File: config.mk
export PLATFORM = sky130hd
export DESIGN_NAME = rbh_ctrl
export DESIGN_NICKNAME = d
export VERILOG_FILES = /design/src/rtl/core/rbh_pkg.sv /design/src/rtl/core/rbh_ctrl.sv
export SDC_FILE = /design/constraint.sdc
export NUM_CORES = 1
export LEC_CHECK = 0
export BUFFER_PORTS_ARGS = -buffer_cell sky130_fd_sc_hd__buf_2
export CORE_ASPECT_RATIO = 1.5
export CORE_MARGIN = 2
export CORE_UTILIZATION = 23
export CTS_CLUSTER_SIZE = 40
export DETAILED_ROUTE_END_ITERATION = 8
export PLACE_DENSITY = 0.49
export SYNTH_ARGS = -nofsm -noshare
export SYNTH_HDL_FRONTEND = slang
export SYNTH_SLANG_ARGS = --single-unit
export TNS_END_PERCENT = 100
File: constraint.sdc
create_clock -name clk -period 1.9 [get_ports clk]
set_input_delay 0.57 -clock clk [delete_from_list [all_inputs] [get_ports clk]]
set_output_delay 0.57 -clock clk [all_outputs]
set_load 0.02 [all_outputs]
File: src/rtl/core/rbh_pkg.sv
// Shared types, constants and the power-table function for the rubber bearing force block.
// No dependencies; imported by every other file of the block.
`timescale 1ns / 1ps
`default_nettype none

package rbh_pkg;

	localparam int POWER_TABLE_ENTRIES_DEF = 256;
	localparam int CFG_INDEX_W = 3;

	// constant factors, Q0.32 unless noted
	localparam logic [63:0] K_022     = 64'd944892805;
	localparam logic [63:0] K_020     = 64'd858993459;
	localparam logic [63:0] K_002     = 64'd85899346;
	localparam logic [63:0] K_0016    = 64'd68719477;
	localparam logic [63:0] K_025_Q24 = 64'd4194304;
	localparam logic [63:0] K_18_Q24  = 64'd30198989;
	localparam logic [31:0] TWO_Q24   = 32'd33554432;
	localparam logic [47:0] FORCE_CAP = 48'h8000_0000_0000;

	typedef enum logic [2:0] {
		CFG_DIR_COS      = 3'd0,
		CFG_DIR_SIN      = 3'd1,
		CFG_INV_HEIGHT   = 3'd2,
		CFG_INV_ALPHA    = 3'd3,
		CFG_RADIAL_SCALE = 3'd4,
		CFG_SHEAR_SCALE  = 3'd5
	} cfg_index_t;

	typedef enum logic [1:0] {
		SH_24,
		SH_25,
		SH_32
	} shift_t;

	typedef enum logic [3:0] {
		MO_UX, MO_UY, MO_STEP, MO_INTERP, MO_TERM, MO_G, MO_G2, MO_G3,
		MO_TR1, MO_D2, MO_TR2, MO_TS1, MO_TS2, MO_FR, MO_FS1, MO_FS2
	} mul_op_t;

	typedef enum logic [2:0] {
		ST_IDLE, ST_COMMIT, ST_GO, ST_WAIT, ST_DU_CHK, ST_TBL0, ST_TBL1, ST_FINISH
	} ctrl_state_t;

	typedef struct packed {
		logic    load_in;
		logic    mul_start;
		mul_op_t op;
		logic    tbl_lo;
		logic    tbl_hi;
		logic    commit;
		logic    finish;
	} dp_cmd_t;

	typedef struct packed {
		logic mul_done;
		logic du_zero;
		logic cq_zero;
		logic pow_top;
		logic g_gt_18;
	} dp_status_t;

	// floor((2i/(n-1))^0.7 * 2^24): largest y with y^10 * (n-1)^7 <= (2i)^7 * 2^240
	function automatic logic [31:0] pow_entry(input int unsigned i, input int unsigned n);
		logic [383:0] rhs;
		logic [383:0] lhs;
		logic [31:0]  lo;
		logic [31:0]  hi;
		logic [31:0]  mid;
		if (i == 0)
			return 32'd0;
		rhs = 384'd1;
		for (int k = 0; k < 7; k++)
			rhs = rhs * 384'(2 * i);
		rhs = rhs << 240;
		lo = 32'd0;
		hi = 32'd1 << 25;
		for (int it = 0; it < 25; it++) begin
			mid = lo + ((hi - lo) >> 1);
			lhs = 384'd1;
			for (int k = 0; k < 10; k++)
				lhs = lhs * 384'(mid);
			for (int k = 0; k < 7; k++)
				lhs = lhs * 384'(n - 1);
			if (lhs <= rhs)
				lo = mid;
			else
				hi = mid;
		end
		return lo;
	endfunction

endpackage

`default_nettype wire

File: src/rtl/core/rbh_ctrl.sv
// Controller: sequences the multiply steps of a trial update, table reads and commit,
// and owns the input ready and result valid flags. Depends on rbh_pkg.
`timescale 1ns / 1ps
`default_nettype none

module rbh_ctrl (
	input  logic                clk,
	input  logic                arst_n,
	input  logic                in_valid,
	output logic                in_ready,
	input  logic                operation,
	output logic                out_valid,
	input  logic                out_ready,
	input  rbh_pkg::dp_status_t st,
	output rbh_pkg::dp_cmd_t    cmd
);
	import rbh_pkg::*;

	ctrl_state_t state_q;
	ctrl_state_t state_n;
	mul_op_t     op_q;
	mul_op_t     op_n;
	logic        out_valid_q;
	logic        slot_free;

	assign slot_free = !out_valid_q || out_ready;

	always_ff @(posedge clk or negedge arst_n) begin
		if (!arst_n) begin
			state_q     <= ST_IDLE;
			op_q        <= MO_UX;
			out_valid_q <= 1'b0;
		end else begin
			state_q     <= state_n;
			op_q        <= op_n;
			out_valid_q <= (out_valid_q && !out_ready) || cmd.commit || cmd.finish;
		end
	end

	always_comb begin
		state_n       = state_q;
		op_n          = op_q;
		cmd           = '0;
		cmd.op        = op_q;
		case (state_q)
			ST_IDLE: begin
				if (in_valid) begin
					cmd.load_in = 1'b1;
					if (operation) begin
						state_n = ST_COMMIT;
					end else begin
						op_n    = MO_UX;
						state_n = ST_GO;
					end
				end
			end
			ST_COMMIT: begin
				if (slot_free) begin
					cmd.commit = 1'b1;
					state_n    = ST_IDLE;
				end
			end
			ST_GO: begin
				cmd.mul_start = 1'b1;
				state_n       = ST_WAIT;
			end
			ST_WAIT: begin
				if (st.mul_done) begin
					state_n = ST_GO;
					case (op_q)
						MO_UX:     op_n = MO_UY;
						MO_UY:     state_n = ST_DU_CHK;
						MO_STEP: begin
							if (st.cq_zero)
								op_n = MO_G;
							else
								state_n = ST_TBL0;
						end
						MO_INTERP: op_n = MO_TERM;
						MO_TERM:   op_n = MO_G;
						MO_G:      op_n = MO_G2;
						MO_G2:     op_n = MO_G3;
						MO_G3:     op_n = MO_TR1;
						MO_TR1:    op_n = st.g_gt_18 ? MO_D2 : MO_TS1;
						MO_D2:     op_n = MO_TR2;
						MO_TR2:    op_n = MO_TS1;
						MO_TS1:    op_n = MO_TS2;
						MO_TS2:    op_n = MO_FR;
						MO_FR:     op_n = MO_FS1;
						MO_FS1:    op_n = MO_FS2;
						MO_FS2:    state_n = ST_FINISH;
						default:   state_n = ST_IDLE;
					endcase
				end
			end
			ST_DU_CHK: begin
				// u is registered now; a zero increment keeps q
				op_n    = st.du_zero ? MO_G : MO_STEP;
				state_n = ST_GO;
			end
			ST_TBL0: begin
				cmd.tbl_lo = 1'b1;
				state_n    = ST_TBL1;
			end
			ST_TBL1: begin
				cmd.tbl_hi = 1'b1;
				op_n       = st.pow_top ? MO_TERM : MO_INTERP;
				state_n    = ST_GO;
			end
			ST_FINISH: begin
				if (slot_free) begin
					cmd.finish = 1'b1;
					state_n    = ST_IDLE;
				end
			end
			default: begin
				state_n = ST_IDLE;
			end
		endcase
	end

	assign in_ready  = (state_q == ST_IDLE);
	assign out_valid = out_valid_q;

`ifndef SYNTHESIS
	a_no_overwrite: assert property (@(posedge clk) disable iff (!arst_n)
		(cmd.commit || cmd.finish) |-> (!out_valid_q || out_ready))
		else $error("result register overwritten before transaction");
	a_done_in_wait: assert property (@(posedge clk) disable iff (!arst_n)
		st.mul_done |-> state_q == ST_WAIT)
		else $error("multiplier finished outside wait state");
	a_accept_leaves_idle: assert property (@(posedge clk) disable iff (!arst_n)
		in_valid && in_ready |=> state_q != ST_IDLE)
		else $error("accepted transaction dropped");
`endif

endmodule

`default_nettype wire

==> impl_results.md, run 1 <==
* EDFF count, synth at 0
* Count of cell types in the netlist at 35
* DR pass1 iterations at 4
* # setup viols final at 0
* Main combinational cell family by area after synthesis: simple AND/OR/NAND/NOR gates
* Chip width at 48.17 µm
* Synth Area in Compound Gates at between 20% and 30%
* Main synth FF type: dfrtp_1
* FP Rows at 24
* Post-synth top area cell: dfrtp_1
* Power Density at between 1500 and 2000 nW/µm²
* Placed insts at 152
* DIE HEIGHT at 70.26 µm
* Worst-Skew Late Latency at around 0.23 ns
* Period utilisation layout at 95.65%
* Mapped Avg Cell Area at between 7 and 8 µm²
* GPL Wtd Cong at 0.8535
* # Max-Cap Violations at 0
* Reg2Reg Setup Slack at 0.13 ns
* Warnings, synthesis at 0
* Final Hold Fails at 0
* GR Util All Layers at between 10% and 20%
* Vias in the first global route at 683
* Dpl hpwl at 1606 µm
* Syn nets at 95
* Nets@finish at 130
* Fillers at 304
* #FFs+latches synth at 8
* CP arrival at 1.25 ns
* Mux contribution to synthesized area at 6.506%
* Crit path required time at 1.33 ns
* Share of post-route cells with drive strength above 1 at 42.37%
* Final Instance Area at 965.9 µm²
* CP endpoint kind: primary output
* Initial DRC count at 16
* Synth Area in XOR/XNOR at 0%
* Setup crit start kind: flip-flop
* Status: completed
* GRT Residual Overflow at 0
* Die area at between 3000 and 4000 µm²
* Reg2Reg Capture Point: op_q[1]
* WL final at about 2000 µm
* Placed cell area at 895.9 µm²
* Max-slew violation count at 0
* Register area at 202.7 µm²
* Via/cell ratio at 4.834
* Area of the core at 2853 µm²
* CTS root buf: clkbuf_8
* Initial antenna violation count at 0
* Worst slew margin at 66.76%
* Largest net degree at the start of global routing at 10
* Synth cell count leaders: nor2_1, dfrtp_1, nand2_1, nor3_1
* Post-Synth Simple-Gate Area at 31.97%
* Worst Clk Skew at 0.003068 ns
* Adder-Cell Fraction of Synth Area at 0%
* Crit Path Category: reg2out
* Fin crit period at 1.817 ns
* Max VDD drop at between 0.4 and 0.5 mV
* Drt drc at 0
* Area growth, synth to finish at 43.49%
* FF-to-FF path depth at 5
* Static leakage at approximately 0.45 nW
* Vias at around 760
* Hold/Removal Path Class: in2async
* Mapped cell area at 673.1 µm²
* Final ANT Viol Nets at 0
* Port buffer count at 21
* Seq/Total Area, Yosys at 29.74%
* Max Freq at about 550 MHz
* Post-Synthesis Cells at 85
* Routed len/inst at 12.59 µm
* Fraction of registers with async set/reset at 100.0%
* Main area contributors after synthesis: dfrtp_1, nor2_1, mux2_2
* CTS buffer count at 3
* Initial Utilization at 23.60%
* Worst-Margin Slew at 0.4940 ns
* First-pass GRT wire length at ~3100 µm
* Max clock buf depth at 2
* Htree depth at 1
* Post-Layout Cell Count at ~160
* Clock transition at path regs at about 0.05 ns
* Number of hold buffers added after cts at 0
* Ports at 22
* CTS tree: done
* Antenna Cells at 0
* Clock Sinks at 8
* Worst reg2reg path startpoint: op_q[3]
* Most frequent cell after synthesis: nor2_1
* Synth top area share at 29.74%
* Critical Path Fanout Max at 7
* Multi-input logic area at 442.9 µm²
timing repair:
action	in CTS	in global routing
hold endpoints to repair	0	0
setup endpoints to repair	1	3
cloned	0	0
resized for setup	2	4
buffers inserted	0	2
state kept, by name, indices dropped and copies added, names as in the netlist:
name,flops
state_q,3
op_q,4
out_valid,1
kinds of logic (layout without fill, tap and decap cells):
group,after synthesis,in the layout
simple gates,42,42
compound gates,22,22
buf+inv,9,42
flops,8,8
mux,4,4
layout make-up:
| cell class | instances | area share [%] |
|---|---|---|
| timing repair buffer | 34 | 21.89 |
| clock buffer | 3 | 4.275 |
| tap | 39 | 5.052 |
| multi-input combinational | 68 | 45.85 |
| inverter | 5 | 1.943 |
| sequential | 8 | 20.98 |
metal layers:
metal,up-vias,routed length [µm],share of wire [%],track usage (%)
li1,383,-,-,-
met1,359,788,40,14.63
met2,17,1108,56,22.37
met3,0,80,4.0,3.101
met4,0,0,0,2.703
met5,-,0,0,0
worst max-delay path, cell delays in order, from the launching register on:
cell and delay (ns):
dfrtp_1 0.42, buf_6 0.16, nor3_2 0.17, and2_1 0.14, buf_4 0.13
stage by stage:
stage,hold WS (ns),setup WS [ns],total power [mW],utilization [%],setup TNS [ns]
2_1_floorplan,0.2744,0.03082,1.063,-,0
3_3_place_gp,0.4293,0.1337,1.439,31.40,0
3_5_place_dp,0.4320,0.1292,1.438,31.40,0
4_1_cts,0.1879,0.01682,1.660,32.94,0
5_1_grt,0.1972,-0.004318,1.840,33.86,-0.004318
6_report,0.1862,0.08258,1.694,33.86,0
power breakdown:
part           internal [mW]  switching [mW]  leakage (nW)
registers              0.251          0.0972        0.0997
clock network          0.138          0.0708        0.0216
logic                  0.524           0.614         0.333
total                  0.912           0.782         0.454
cell usage in the layout (no fill, tap or decap), types with 2 or more instances in the layout:
master     n
and3_1     2
inv_1      4
nand2_1    6
dfrtp_1    6
o21ai_0    2
mux2_2     3
buf_4     14
buf_2     19
a21oi_1    4
dfrtp_2    2
clkbuf_8   3
or2_2      2
nand2b_1   4
nor3_1     5
nand3_1    3
nor2_1     9
nor2b_1    4
o21bai_1   2
o31ai_1    2
nor4_1     2
worst max path at each step:
stage | start | endpoint | slack, ns | cells after the start
final | state_q[0] | cmd[9] | 0.08 | 4
after global routing | state_q[0] | cmd[9] | -0.004 | 4
after CTS | state_q[1] | cmd[1] | 0.02 | 4
after detailed placement | op_q[3] | op_q[1] | 0.13 | 5
after global placement | st[2] | op_q[1] | 0.13 | 5
after floorplan | state_q[0] | cmd[9] | 0.03 | 3
No activity file was read; power rests on OpenSTA's default activity.
==> inputs of run 2 (changes only) <==
ABC_AREA = 1   (was unset)
PLACE_DENSITY = 0.48   (was 0.49)
==> run 2 against run 1 <==
Non-clock buffer count shrank 12. Clock skew grew 0.0019 ns. Core utilization fell by 3.4 points. Routed wire length down 4.8%. Global-route usage shrank 1.9 points. Worst hold slack got worse by 0.0013 ns. Area after synthesis up 12%. Critical path depth stayed put. Maximum frequency rose by 0.52%. Register-to-register slack better by 0.24 ns. Critical endpoint unchanged. Largest power group unchanged.
==> impl_results.md, run 2 <==
* Main synth FF type: dfrtp_1 (unchanged)
* Setup TNS at 0 ns (unchanged)
* Worst-Margin Slew at 0.2829 ns (was 0.4940 ns)
* Max clock buf depth at 2 (unchanged)
* Post-Synthesis Cells at 129 (was 85)
* Mapped Avg Cell Area at 5.820 µm² (was 7.919 µm²)
* Most frequent cell after synthesis: nand2_1 (was nor2_1)
* Unrepaired setup endpoints after global routing: yes
* Placed insts at 190 (was 152)
* Area growth, synth to finish at 27.00% (was 43.49%)
* #FFs+latches synth at 8 (unchanged)
* Crit Path Category: reg2out (unchanged)
* Die area at 3746 µm² (was 3384 µm²)
* Hold slack at 0.1850 ns (was 0.1862 ns)
* Pwr Total at 1.556 mW (was 1.694 mW)
* GRT Residual Overflow at 0 (unchanged)
* Initial Utilization at 24.00% (was 23.60%)
* Slowest CP cell: dfrtp_2 (was dfrtp_1)
* Fin crit period at 1.808 ns (was 1.817 ns)
* Final ANT Viol Nets at 0 (unchanged)
* Post-Layout Cell Count at 193 (was 157)
* GR Util All Layers at 10.91% (was 12.76%)
* Fraction of registers with async set/reset at 100.0% (unchanged)
* Chip width at 50.65 µm (was 48.17 µm)
* # Max-Cap Violations at 0 (unchanged)
* Seq/Total Area, Yosys at 26.67% (was 29.74%)
* Synth top area share at 26.67% (was 29.74%)
* Synth cell count leaders: nand2_1, inv_1, nand3_1 (was nor2_1, dfrtp_1, nand2_1, nor3_1)
* Period utilisation layout at 95.16% (was 95.65%)
* GPL Wtd Cong at 0.8244 (was 0.8535)
* Post-synth top area cell: dfrtp_1 (unchanged)
* Max VDD drop at 0.7680 mV (was 0.4398 mV)
* Max-slew violation count at 0 (unchanged)
* Worst Clk Skew at 0.005016 ns (was 0.003068 ns)
* Reg2Reg Setup Slack at 0.37 ns (was 0.13 ns)
* Reg2Reg Capture Point: op_q[0] (was op_q[1])
* Static leakage at 0.5638 nW (was 0.4541 nW)
* Worst-path cell chain: nor3_4 -> inv_1 -> nor2_1 -> buf_2 (was buf_6 -> nor3_2 -> and2_1 -> buf_4)
* Worst slew margin at 81.14% (was 66.76%)
* Area of the core at 3128 µm² (was 2853 µm²)
* Clock group share of total power at 12.8% (was 12.3%)
* P_int at 719.3 µW (was 912.1 µW)
* Dpl hpwl at 1550 µm (was 1606 µm)
* Fillers at 371 (was 304)
* CTS root buf: clkbuf_8 (unchanged)
* Main area contributors after synthesis: dfrtp_1, nand2_1, inv_1 (was dfrtp_1, nor2_1, mux2_2)
* Max stage delay on crit path at 0.46 ns (was 0.42 ns)
* Worst reg2reg path startpoint: state_q[2] (was op_q[3])
* Worst-Skew Late Latency at 0.23 ns (about the same)
* Setup crit start kind: flip-flop (unchanged)
* CTS buffer count at 3 (unchanged)
* Count of cell types in the netlist at 18 (was 35)
* FF-to-FF path depth at 8 (was 5)
* Critical Path Fanout Max at 6 (was 7)
* Ports at 22 (unchanged)
* Drt drc at 0 (unchanged)
* Max Freq at 553.1 MHz (was 550.2 MHz)
* EDFF count, synth at 0 (unchanged)
* Logic pwr share at 61.5% (was 67.2%)
* Top reg by flops: op_q (unchanged)
* FP Rows at 25 (was 24)
* Register area at 203.9 µm² (was 202.7 µm²)
* P_sw at 836.9 µW (was 781.7 µW)
* Mapped cell area at 750.7 µm² (was 673.1 µm²)
* Routed len/inst at 9.751 µm (was 12.59 µm)
* Htree depth at 1 (unchanged)
* Placed cell area at 902.1 µm² (was 895.9 µm²)
* Most frequent cells in the layout: nand2_1, inv_1, buf_2 (was buf_2, buf_4, nor2_1)
* DR pass1 iterations at 4 (unchanged)
* # setup viols final at 0 (unchanged)
* Final Hold Fails at 0 (unchanged)
* Most common cell after layout, fill and taps aside: nand2_1 (was buf_2)
* Initial DRC count at 19 (was 16)
* Multi-input logic area at 457.9 µm² (was 442.9 µm²)
* Clock Sinks at 8 (unchanged)
* Setup repair bufs after CTS at 0 (unchanged)
* Warnings, synthesis at 0 (unchanged)
* Nets@finish at 165 (was 130)
* Vias in the first global route at 708 (was 683)
* Net Sw Frac at 53.78% (was 46.15%)
* CP arrival at 1.24 ns (was 1.25 ns)
* WL final at 1882 µm (was 1977 µm)
* Initial antenna violation count at 0 (unchanged)
* Power Density at 1632 nW/µm² (was 1754 nW/µm²)
* Vias at 806 (was 759)
* Syn nets at 139 (was 95)
* Status: completed (unchanged)
* DIE HEIGHT at 73.97 µm (was 70.26 µm)
* First-pass GRT wire length at 3049 µm (was 3111 µm)
* Largest net degree at the start of global routing at 14 (was 10)
* Final Instance Area at 953.4 µm² (was 965.9 µm²)
* CTS tree: done (unchanged)
* Share of post-route cells with drive strength above 1 at 27.45% (was 42.37%)
* Clock transition at path regs at 0.04 ns (was 0.05 ns)
* Crit path required time at 1.33 ns (about the same)
* Max reg flops at 4 (unchanged)
* Port buffer count at 21 (unchanged)
* Via/cell ratio at 4.176 (was 4.834)
* Hold/Removal Path Class: in2async (unchanged)
* Antenna Cells at 0 (unchanged)
* Seq pwr share at 25.7% (was 20.5%)
* CP endpoint kind: primary output (unchanged)
run 2: changes by cell type in the layout (fill, tap and decap cells not counted), sizes merged, moves of 8 or more:
cell	change
nand2	+46
nand3	+14
inv	+18
buf	-12
nor2	+8
run 2: cells by family (layout without fill, tap and decap cells):
logic type	after synthesis	in the layout	synth area share [%]
buffers and inverters	24	48	13.17
flip-flops	8	8	26.67
AND/OR/NAND/NOR	91	91	55.83
AO/OA/AOI/OAI	6	6	4.333
run 2: layout make-up:
| type | count | area share [%] |
|---|---|---|
| Tap cell | 40 | 5.249 |
| Clock buffer | 3 | 4.331 |
| Timing Repair Buffer | 22 | 11.81 |
| Multi-Input combinational cell | 97 | 48.03 |
| Sequential cell | 8 | 21.39 |
| Inverter | 23 | 9.186 |
run 2: power by group through the flow:
stage               clock network (mW)  registers (mW)  logic (mW)
floorplan                            0           0.379       0.720
global placement                     0           0.383       0.950
detailed placement                   0           0.386       0.959
CTS                              0.214           0.385       0.962
global route                     0.217           0.421        1.08
finish                           0.199           0.401       0.957
run 2: critical path, delay by kind of cell, from the launching register on:
family / cells / cell delay [ns]
buf+inv: 2 / 0.23
flops: 1 / 0.46
simple gates: 2 / 0.32
run 2: worst max-delay path by stage:
stage / depth (start not counted) / start / end
CTS: 4 / state_q[0] / cmd[9]
global route: 4 / state_q[1] / cmd[1]
global placement: 4 / state_q[2] / cmd[9]
detailed placement: 4 / state_q[2] / cmd[9]
finish: 4 / state_q[0] / cmd[9]
floorplan: 3 / state_q[0] / cmd[9]
run 2: layer usage:
| layer | global-route usage [%] | wire length (µm) | vias to the layer above |
|---|---|---|---|
| met2 | 20.32 | 966 | 16 |
| met1 | 12.17 | 833 | 347 |
| met3 | 2.410 | 66 | 2 |
| met4 | 3.604 | 14 | 0 |
| li1 | - | - | 441 |
| met5 | 0 | 0 | - |
run 2: stage by stage:
stage / utilization [%] / worst slack, ns
global placement: 28.84 / 0.2516
finish: 30.48 / 0.09195
floorplan: - / 0.05979
CTS: 30.20 / 0.02131
global route: 30.48 / -0.008810
detailed placement: 28.84 / 0.2054
run 2: timing repair:
action | in CTS | in global routing
hold buffers | 0 | 0
resized for setup | 1 | 3
endpoints found under the setup margin | 1 | 4
